### config.mk
export PLATFORM = sky130hd
export DESIGN_NAME = dds_tuning_word_loader_flat
export DESIGN_NICKNAME = d
export VERILOG_FILES = /design/src/dtwl_pkg.sv /design/src/dtwl_if.sv /design/src/dtwl_front.sv /design/src/dtwl_queue.sv /design/src/dtwl_back.sv /design/src/dds_tuning_word_loader.sv /design/src/flat_wrapper.sv
export SDC_FILE = /design/constraint.sdc
export NUM_CORES = 2
export LEC_CHECK = 0
export ABC_AREA = 1
export BUFFER_PORTS_ARGS = -buffer_cell sky130_fd_sc_hd__buf_4
export CORE_MARGIN = 10
export CORE_UTILIZATION = 55
export CTS_BUF_LIST = sky130_fd_sc_hd__clkbuf_4
export DETAILED_ROUTE_END_ITERATION = 8
export PLACE_DENSITY = 0.72
export SYNTH_ARGS = -nofsm -noshare
export SYNTH_HDL_FRONTEND = slang
export SYNTH_SLANG_ARGS = --single-unit
### constraint.sdc
create_clock -name clk -period 8.2 [get_ports clk]
set_clock_uncertainty 0.1 [all_clocks]
set_input_delay 0.82 -clock clk [delete_from_list [all_inputs] [get_ports clk]]
set_output_delay 0.82 -clock clk [all_outputs]
set_load 0.01 [all_outputs]
### src/dtwl_pkg.sv
`timescale 1ns / 1ps
`default_nettype none
// ----------------------------------------------------------------------------
// dtwl_pkg
// Shared types and constants for the DDS tuning word loader.
// ----------------------------------------------------------------------------
package dtwl_pkg;

    localparam int FREQ_W   = 32;
    localparam int RATIO_W  = 32;
    localparam int PROD_W   = FREQ_W + RATIO_W;
    localparam int TW_W     = 28;
    localparam int HALF_W   = 14;
    localparam int WORD_W   = 16;
    localparam int MODE_W   = 2;
    localparam int ADDR_W   = 3;
    localparam int DATA_W   = 32;
    localparam int IDX_W    = 3;
    localparam int ROUND_SH = 37;

    localparam logic [RATIO_W-1:0] RATIO_RESET = 32'hE510_9EC2;

    localparam logic [WORD_W-1:0] CTRL_RESET  = 16'h0100;
    localparam logic [WORD_W-1:0] CTRL_SET0   = 16'h2000;
    localparam logic [WORD_W-1:0] CTRL_SET1   = 16'h2C00;
    localparam logic [WORD_W-1:0] FREQ_TAG0   = 16'h4000;
    localparam logic [WORD_W-1:0] FREQ_TAG1   = 16'h8000;
    localparam logic [WORD_W-1:0] PHASE_TAG0  = 16'hC000;
    localparam logic [WORD_W-1:0] PHASE_TAG1  = 16'hE000;

    localparam logic [IDX_W-1:0] FREQ_LAST_IDX = 3'd2;
    localparam logic [IDX_W-1:0] INIT_LAST_IDX = 3'd6;

    // register index decode: paddr[2] selects the 32-bit register slot
    localparam logic REG_TUNING_RATIO = 1'b0;

    typedef enum logic [MODE_W-1:0] {
        MODE_FREQ_Q = 2'd0,
        MODE_FREQ_HZ = 2'd1,
        MODE_INIT = 2'd2,
        MODE_UNUSED = 2'd3
    } mode_t;

    typedef enum logic {
        CMD_FREQ = 1'b0,
        CMD_INIT = 1'b1
    } cmd_kind_t;

    typedef struct packed {
        cmd_kind_t         kind;
        logic              set;
        logic [TW_W-1:0]   tw;
    } cmd_t;

endpackage
`default_nettype wire

### src/dtwl_if.sv
`timescale 1ns / 1ps
`default_nettype none
// ----------------------------------------------------------------------------
// dtwl_if
// Valid/ready channels: frequency requests in, DDS command words out.
// ----------------------------------------------------------------------------
interface dtwl_req_if;
    logic                       valid;
    logic                       ready;
    logic [dtwl_pkg::MODE_W-1:0] mode;
    logic [dtwl_pkg::FREQ_W-1:0] freq_value;

    modport source (output valid, output mode, output freq_value, input ready);
    modport sink   (input valid, input mode, input freq_value, output ready);
endinterface

interface dtwl_word_if;
    logic                       valid;
    logic                       ready;
    logic [dtwl_pkg::WORD_W-1:0] spi_word;
    logic                       last_word;

    modport source (output valid, output spi_word, output last_word, input ready);
    modport sink   (input valid, input spi_word, input last_word, output ready);
endinterface
`default_nettype wire

### src/dtwl_front.sv
`timescale 1ns / 1ps
`default_nettype none
// ----------------------------------------------------------------------------
// dtwl_front
// Accepts requests, tracks the active register set, multiplies the frequency
// by the tuning ratio and hands rounded commands to the queue.
// ----------------------------------------------------------------------------
module dtwl_front (
    input  wire logic                          clk,
    input  wire logic                          rst_n,
    input  wire logic [dtwl_pkg::RATIO_W-1:0]  tuning_ratio,
    dtwl_req_if.sink                           req,
    output dtwl_pkg::cmd_t                     push_cmd,
    output logic                               push_valid,
    input  wire logic                          push_ready
);
    import dtwl_pkg::*;

    logic               st_valid_reg, st_valid_next;
    cmd_kind_t          st_kind_reg;
    logic               st_set_reg;
    logic [PROD_W-1:0]  st_prod_reg;
    logic               active_set_reg, active_set_next;

    logic               accept;
    logic               load;
    mode_t              mode;
    logic [FREQ_W-1:0]  operand;
    logic [PROD_W-1:0]  prod;
    logic [TW_W-1:0]    tw;

    assign mode      = mode_t'(req.mode);
    assign req.ready = !st_valid_reg || push_ready;
    assign accept    = req.valid && req.ready;
    assign load      = accept && (mode != MODE_UNUSED);

    always_comb
    begin
        if (mode == MODE_FREQ_HZ)
        begin
            operand = {req.freq_value[FREQ_W-8:0], 7'd0};
        end
        else
        begin
            operand = req.freq_value;
        end
    end

    assign prod = PROD_W'(operand) * PROD_W'(tuning_ratio);

    always_comb
    begin
        st_valid_next   = st_valid_reg;
        active_set_next = active_set_reg;
        if (load)
        begin
            st_valid_next = 1'b1;
        end
        else if (push_ready)
        begin
            st_valid_next = 1'b0;
        end
        if (load)
        begin
            if (mode == MODE_INIT)
            begin
                active_set_next = 1'b0;
            end
            else
            begin
                active_set_next = !active_set_reg;
            end
        end
    end

    always_ff @(posedge clk or negedge rst_n)
    begin
        if (!rst_n)
        begin
            st_valid_reg   <= 1'b0;
            active_set_reg <= 1'b0;
        end
        else
        begin
            st_valid_reg   <= st_valid_next;
            active_set_reg <= active_set_next;
        end
    end

    always_ff @(posedge clk)
    begin
        if (load)
        begin
            st_kind_reg <= (mode == MODE_INIT) ? CMD_INIT : CMD_FREQ;
            st_set_reg  <= active_set_reg;
            st_prod_reg <= prod;
        end
    end

    // round half-up on bit 36, keep bits 63:37 zero-extended to 28 bits
    assign tw = TW_W'({1'b0, st_prod_reg[PROD_W-1:ROUND_SH]})
              + TW_W'(st_prod_reg[ROUND_SH-1]);

    assign push_valid    = st_valid_reg;
    assign push_cmd.kind = st_kind_reg;
    assign push_cmd.set  = st_set_reg;
    assign push_cmd.tw   = tw;

endmodule
`default_nettype wire

### src/dtwl_queue.sv
`timescale 1ns / 1ps
`default_nettype none
// ----------------------------------------------------------------------------
// dtwl_queue
// Two-entry command queue between the front and back parts.
// ----------------------------------------------------------------------------
module dtwl_queue (
    input  wire logic           clk,
    input  wire logic           rst_n,
    input  wire dtwl_pkg::cmd_t push_cmd,
    input  wire logic           push_valid,
    output logic                push_ready,
    output dtwl_pkg::cmd_t      pop_cmd,
    output logic                pop_valid,
    input  wire logic           pop_ready
);
    import dtwl_pkg::*;

    cmd_t        entry_reg [2];
    logic        wr_ptr_reg, wr_ptr_next;
    logic        rd_ptr_reg, rd_ptr_next;
    logic [1:0]  count_reg, count_next;
    logic        do_push, do_pop;

    assign push_ready = (count_reg != 2'd2);
    assign pop_valid  = (count_reg != 2'd0);
    assign pop_cmd    = entry_reg[rd_ptr_reg];
    assign do_push    = push_valid && push_ready;
    assign do_pop     = pop_valid && pop_ready;

    always_comb
    begin
        wr_ptr_next = do_push ? !wr_ptr_reg : wr_ptr_reg;
        rd_ptr_next = do_pop ? !rd_ptr_reg : rd_ptr_reg;
        count_next  = count_reg + 2'(do_push) - 2'(do_pop);
    end

    always_ff @(posedge clk or negedge rst_n)
    begin
        if (!rst_n)
        begin
            wr_ptr_reg <= 1'b0;
            rd_ptr_reg <= 1'b0;
            count_reg  <= 2'd0;
        end
        else
        begin
            wr_ptr_reg <= wr_ptr_next;
            rd_ptr_reg <= rd_ptr_next;
            count_reg  <= count_next;
        end
    end

    always_ff @(posedge clk)
    begin
        if (do_push)
        begin
            entry_reg[wr_ptr_reg] <= push_cmd;
        end
    end

endmodule
`default_nettype wire

### src/dtwl_back.sv
`timescale 1ns / 1ps
`default_nettype none
// ----------------------------------------------------------------------------
// dtwl_back
// Expands each queued command into its DDS command words, one per beat,
// through an output register.
// ----------------------------------------------------------------------------
module dtwl_back (
    input  wire logic           clk,
    input  wire logic           rst_n,
    input  wire dtwl_pkg::cmd_t pop_cmd,
    input  wire logic           pop_valid,
    output logic                pop_ready,
    dtwl_word_if.source         word
);
    import dtwl_pkg::*;

    logic               out_valid_reg, out_valid_next;
    logic [WORD_W-1:0]  out_word_reg;
    logic               out_last_reg;
    logic [IDX_W-1:0]   idx_reg, idx_next;

    logic               load;
    logic               is_last;
    logic [WORD_W-1:0]  cur_word;
    logic [WORD_W-1:0]  freq_tag;
    logic [WORD_W-1:0]  ctrl;

    assign load = pop_valid && (!out_valid_reg || word.ready);

    assign freq_tag = pop_cmd.set ? FREQ_TAG1 : FREQ_TAG0;
    assign ctrl     = pop_cmd.set ? CTRL_SET1 : CTRL_SET0;

    always_comb
    begin
        cur_word = ctrl;
        is_last  = 1'b0;
        unique case (pop_cmd.kind)
            CMD_FREQ:
            begin
                is_last = (idx_reg == FREQ_LAST_IDX);
                unique case (idx_reg)
                    3'd0:    cur_word = freq_tag | WORD_W'(pop_cmd.tw[HALF_W-1:0]);
                    3'd1:    cur_word = freq_tag | WORD_W'(pop_cmd.tw[TW_W-1:HALF_W]);
                    default: cur_word = ctrl;
                endcase
            end
            CMD_INIT:
            begin
                is_last = (idx_reg == INIT_LAST_IDX);
                unique case (idx_reg)
                    3'd0:    cur_word = CTRL_SET0 | CTRL_RESET;
                    3'd1:    cur_word = FREQ_TAG0;
                    3'd2:    cur_word = FREQ_TAG0;
                    3'd3:    cur_word = PHASE_TAG0;
                    3'd4:    cur_word = FREQ_TAG1;
                    3'd5:    cur_word = FREQ_TAG1;
                    default: cur_word = PHASE_TAG1;
                endcase
            end
            default:
            begin
                cur_word = ctrl;
                is_last  = 1'b1;
            end
        endcase
    end

    assign pop_ready = load && is_last;

    always_comb
    begin
        out_valid_next = out_valid_reg;
        idx_next       = idx_reg;
        if (load)
        begin
            out_valid_next = 1'b1;
            idx_next       = is_last ? '0 : idx_reg + 1'b1;
        end
        else if (word.ready)
        begin
            out_valid_next = 1'b0;
        end
    end

    always_ff @(posedge clk or negedge rst_n)
    begin
        if (!rst_n)
        begin
            out_valid_reg <= 1'b0;
            idx_reg       <= '0;
        end
        else
        begin
            out_valid_reg <= out_valid_next;
            idx_reg       <= idx_next;
        end
    end

    always_ff @(posedge clk)
    begin
        if (load)
        begin
            out_word_reg <= cur_word;
            out_last_reg <= is_last;
        end
    end

    assign word.valid     = out_valid_reg;
    assign word.spi_word  = out_word_reg;
    assign word.last_word = out_last_reg;

endmodule
`default_nettype wire

### src/dds_tuning_word_loader.sv
`timescale 1ns / 1ps
`default_nettype none
// ----------------------------------------------------------------------------
// dds_tuning_word_loader
// Turns frequency requests into 16-bit command words for a ping-pong DDS.
//
// Usage:
//   freq_in  : valid/ready request beats (mode, freq_value). Mode 0 is Q25.7,
//              mode 1 whole Hz, mode 2 the chip reset sequence, mode 3 is
//              accepted and dropped.
//   cmd_out  : valid/ready word beats (spi_word, last_word); last_word marks
//              the final word of a request.
//   APB      : tuning_ratio at address 0, written while the block is idle.
//   Path     : front stage register, queue entry, then output register.
//   Throughput: one word per cycle from the back-end output register while
//              cmd_out is ready; a frequency request gives 3 words, a reset one 7.
//              The front multiplies while the back emits, with a two-entry
//              command queue between them.
//   Reset    : queue and output empty, register set 0, ratio 0xE5109EC2.
//   Stall    : a held cmd_out freezes its word; the queue and front stage
//              fill, then freq_in.ready drops.
// ----------------------------------------------------------------------------
module dds_tuning_word_loader (
    input  wire logic                          clk,
    input  wire logic                          rst_n,
    input  wire logic                          psel,
    input  wire logic                          penable,
    input  wire logic                          pwrite,
    input  wire logic [dtwl_pkg::ADDR_W-1:0]   paddr,
    input  wire logic [dtwl_pkg::DATA_W-1:0]   pwdata,
    output logic      [dtwl_pkg::DATA_W-1:0]   prdata,
    output logic                               pready,
    dtwl_req_if.sink                           freq_in,
    dtwl_word_if.source                        cmd_out
);
    import dtwl_pkg::*;

    logic [RATIO_W-1:0] tuning_ratio_reg;
    logic               cfg_write;

    cmd_t               push_cmd;
    logic               push_valid;
    logic               push_ready;
    cmd_t               pop_cmd;
    logic               pop_valid;
    logic               pop_ready;

    assign pready    = 1'b1;
    assign cfg_write = psel && penable && pwrite && pready
                     && (paddr[2] == REG_TUNING_RATIO);

    always_ff @(posedge clk or negedge rst_n)
    begin
        if (!rst_n)
        begin
            tuning_ratio_reg <= RATIO_RESET;
        end
        else if (cfg_write)
        begin
            tuning_ratio_reg <= pwdata;
        end
    end

    assign prdata = (paddr[2] == REG_TUNING_RATIO) ? tuning_ratio_reg : '0;

    dtwl_front u_front (
        .clk          (clk),
        .rst_n        (rst_n),
        .tuning_ratio (tuning_ratio_reg),
        .req          (freq_in),
        .push_cmd     (push_cmd),
        .push_valid   (push_valid),
        .push_ready   (push_ready)
    );

    dtwl_queue u_queue (
        .clk        (clk),
        .rst_n      (rst_n),
        .push_cmd   (push_cmd),
        .push_valid (push_valid),
        .push_ready (push_ready),
        .pop_cmd    (pop_cmd),
        .pop_valid  (pop_valid),
        .pop_ready  (pop_ready)
    );

    dtwl_back u_back (
        .clk       (clk),
        .rst_n     (rst_n),
        .pop_cmd   (pop_cmd),
        .pop_valid (pop_valid),
        .pop_ready (pop_ready),
        .word      (cmd_out)
    );

endmodule
`default_nettype wire

### src/flat_wrapper.sv
// flat-port wrapper written by rule: the top's interface ports become plain ports
module dds_tuning_word_loader_flat import dtwl_pkg::*;
  (clk, rst_n, psel, penable, pwrite, paddr, pwdata, prdata, pready, freq_in_valid, freq_in_mode, freq_in_freq_value, freq_in_ready, cmd_out_valid, cmd_out_spi_word, cmd_out_last_word, cmd_out_ready);
  dtwl_req_if freq_in_i ();
  dtwl_word_if cmd_out_i ();
  input  wire logic clk;
  input  wire logic rst_n;
  input  wire logic psel;
  input  wire logic penable;
  input  wire logic pwrite;
  input  wire logic [dtwl_pkg::ADDR_W-1:0] paddr;
  input  wire logic [dtwl_pkg::DATA_W-1:0] pwdata;
  output logic      [dtwl_pkg::DATA_W-1:0] prdata;
  output logic pready;
  input wire logic [$bits(freq_in_i.valid)-1:0] freq_in_valid;
  input wire logic [$bits(freq_in_i.mode)-1:0] freq_in_mode;
  input wire logic [$bits(freq_in_i.freq_value)-1:0] freq_in_freq_value;
  output wire logic [$bits(freq_in_i.ready)-1:0] freq_in_ready;
  output wire logic [$bits(cmd_out_i.valid)-1:0] cmd_out_valid;
  output wire logic [$bits(cmd_out_i.spi_word)-1:0] cmd_out_spi_word;
  output wire logic [$bits(cmd_out_i.last_word)-1:0] cmd_out_last_word;
  input wire logic [$bits(cmd_out_i.ready)-1:0] cmd_out_ready;
  assign freq_in_i.valid = freq_in_valid;
  assign freq_in_i.mode = freq_in_mode;
  assign freq_in_i.freq_value = freq_in_freq_value;
  assign freq_in_ready = freq_in_i.ready;
  assign cmd_out_valid = cmd_out_i.valid;
  assign cmd_out_spi_word = cmd_out_i.spi_word;
  assign cmd_out_last_word = cmd_out_i.last_word;
  assign cmd_out_i.ready = cmd_out_ready;
  dds_tuning_word_loader u_core (.clk(clk), .rst_n(rst_n), .psel(psel), .penable(penable), .pwrite(pwrite), .paddr(paddr), .pwdata(pwdata), .prdata(prdata), .pready(pready), .freq_in(freq_in_i), .cmd_out(cmd_out_i));
endmodule
==> summary.txt <==
Route
  – DR pass1 iterations: 6
  – Avg WL per Cell: 22.4 microns
  – Initial DRC Count: 3360
  – DRT Wirelength: 132 mm
  – Vias per std cell: 5.53
  – Via count: 32700
  – Final antenna-violating net count: 0
  – Drc violations: 0

Finish
  – Share of layout cells above drive strength 1: 11.7%
  – Area of the multi-input gates: 30100 sq um
  – Area grow syn2layout: 11.6%
  – Final cell count without fillers: 5920
  – Fillcell total: 6117
  – Largest register FFs: 60
  – Seq. cell area: 4280 sq um
  – Core Util, Final: 61.6%
  – Final nets: 6191

Synth
  – Post-synth EDFFs: 107
  – Mapped Nets: 5917
  – Mapped cell area: 39400 sq um
  – Synth area leaders: fa_1, inv_1, ha_1
  – Post-synth ARST share: 28.2%
  – Post-synth top area cell: fa_1
  – Mean Syn Cell Area: 8.42 sq um
  – Post-synth top flop: edfxtp_1
  – Synth warnings: 0
  – Yosys reg bits: 149
  – Cells after Synth: 4677
  – Post-synthesis cell type count: 48
  – Post-synthesis sequential area ratio: 10.9%
  – Post-synth top area share: 45.5%

Min path
  – HP Class: in2reg
  – Hold depth: 3

Timing
  – Post-layout min period: 7.77 ns
  – Final setup vio count: 0
  – Slew Viols, Final: 0
  – Worst slew pin tran: 1.17 ns
  – Total negative slack: 0 ns
  – Final Hold Viols: 0
  – RSZ-0062 raised after global routing: false
  – Relative slew slack: 21.5%
  – Fin worst setup slack: 0.426 ns
  – Fmax: 0.129 GHz
  – Period utilization: 94.8%

Global route
  – Vias in the first global route: 34800
  – Antenna violations before repair: 5
  – First-pass GRT wire length: 205 mm
  – Pin count of the biggest net entering global routing: 45
  – Total grt overflow: 0
  – GRT Resource Usage Total: 33.2%

Die
  – I/O pins: 128
  – Core ar.: 71200 sq um
  – Initial Utilization: 55.3%
  – Cell Rows: 98
  – Die H: 288 microns
  – Full die area: 82700 sq um
  – Die width: 288 microns

Placed design
  – Final GP Congestion: 1.04
  – HPWL Detailed: 112 mm
  – Setup WS pre-CTS: -0.213 ns
  – Number of port buffers: 124
  – Placed cells: 5881

Setup path
  – CP max FO: 26
  – WS Path Type: in2reg
  – Worst Setup End Kind: flop
  – Reg-to-reg endpoint: u_core.u_front.st_prod_reg[48]$_DFFE_PP_
  – Start point of the critical path: freq_in_mode[1]
  – Reg2Reg Depth: 23
  – CP max stage delay: 0.56 ns
  – CP required: 8.57 ns
  – Arrival @ worst endpoint: 8.14 ns
  – Worst path most repeated cell: fa_1
  – CP Capture Point: u_core.u_front.st_prod_reg[48]$_DFFE_PP_
  – RR Startpoint: u_core.tuning_ratio_reg[9]$_DFFE_PN1P_
  – Startpoint types: input pin
  – Slowest CP cell: fa_1
  – Slack of the worst reg-to-reg path: 0.52 ns

Clock network
  – Clk sinks: 149
  – CTS Buffer Depth: 2
  – Clock Root Buffer: clkbuf_4
  – Skew-Pair Late Insertion Delay: 0.78 ns
  – CTS tree: done
  – Post-CTS Setup Inserts: 0
  – Post_cts resized: 0
  – H-tree Lvls: 4
  – CTS clk-pin slew, worst paths: 0.27 ns
  – Num CTS Buffers: 17

Run
  – Max-cap violations: 0

Outcome
  – Outcome: finished, final reports clean
-- final cells by class --
cell class / instances / share of cell area [%]
clock buffer: 17 / 0.291
sequential: 149 / 9.75
multi-input combinational: 3225 / 68.6
tap: 950 / 2.71
inverter: 1106 / 9.45
antenna: 6 / 0.0342
clock inverter: 15 / 0.419
timing repair buffer: 452 / 8.70
-- metrics by stage --
step	instance area [sq um]	hold WS, ns
6_report	43900	0.141
5_1_grt	43900	0.121
4_1_cts	43900	0.0985
3_5_place_dp	43600	0.347
3_3_place_gp	43600	0.330
2_1_floorplan	39400	0.321
-- cells in the final DEF, fill, tap and decap left out, types with 16 or more instances in the layout --
cell type	count
dfrtp_1	28
inv_2	23
edfxtp_1	107
fa_1	895
nor2_1	860
nand3_1	54
a21oi_1	113
clkinv_1	16
o21ai_0	82
ha_1	269
nand2_1	733
clkbuf_4	17
o21ai_2	19
inv_1	1067
buf_4	417
or2_2	18
buf_12	34
a21o_1	17
xor2_1	21
-- per-layer routing --
metal	global-route usage (%)	routed length, microns	up-vias
met5	0	21	-
met4	15.6	7400	4
met3	9.54	17100	386
met2	50.7	57900	1972
met1	43.4	50100	16200
li1	-	-	14200
-- critical path, delay by kind of cell --
family          cells  cell delay (ns)
compound gates      6             1.27
simple gates        6             0.66
fa+ha+maj           9             4.20
buf+inv             9             1.20
-- cell families after synthesis --
| group | synth area share, % |
|---|---|
| other | 0.00953 |
| xor gates and xnor gates | 0.757 |
| DFF | 10.9 |
| adders and majority gates | 54.1 |
| AOI/OAI and AO/OA | 4.33 |
| and+or+nand+nor | 17.3 |
| buffers and inverters | 12.6 |
-- Yosys cell counts, drive strengths merged (2+ instances only) --
cell type and n:
a21o 17, ha 269, nor4 7, nor3 20
xnor2 13, clkbuf 134, nand3 57, or2 26
clkinv 16, fa 895, o21bai 14, dfstp 14
nor2 867, buf 63, inv 1090, o211ai 2
o22ai 6, a31oi 12, o21ai 115, nand4 13
a211oi 2, o21a 6, a21oi 114, edfxtp 107
a21boi 8, nand2 738, xor2 21, dfrtp 28
-- worst min-delay path by stage --
| stage | start | end | slack [ns] |
|---|---|---|---|
| after floorplan | u_core.u_front.st_set_reg$_DFFE_PP_ | u_core.u_queue.entry_reg[0][28]$_DFFE_PP_ | 0.32 |
| after global placement | u_core.u_front.st_set_reg$_DFFE_PP_ | u_core.u_queue.entry_reg[0][28]$_DFFE_PP_ | 0.33 |
| after detailed placement | u_core.u_front.st_set_reg$_DFFE_PP_ | u_core.u_queue.entry_reg[1][28]$_DFFE_PP_ | 0.35 |
| after CTS | pwdata[10] | u_core.tuning_ratio_reg[10]$_DFFE_PN1P_ | 0.1 |
| after global routing | pwdata[6] | u_core.tuning_ratio_reg[6]$_DFFE_PN1P_ | 0.12 |
| final | pwdata[10] | u_core.tuning_ratio_reg[10]$_DFFE_PN1P_ | 0.14 |
-- timing repair --
| item | in CTS | in global routing |
|---|---|---|
| endpoints found under the setup margin | 0 | 0 |
| hold endpoints to repair | 5 | 0 |
| hold buffers | 1 | 0 |
Power is not shown: default switching activity piles up to over one toggle a cycle in this logic, so the estimate is an artifact.
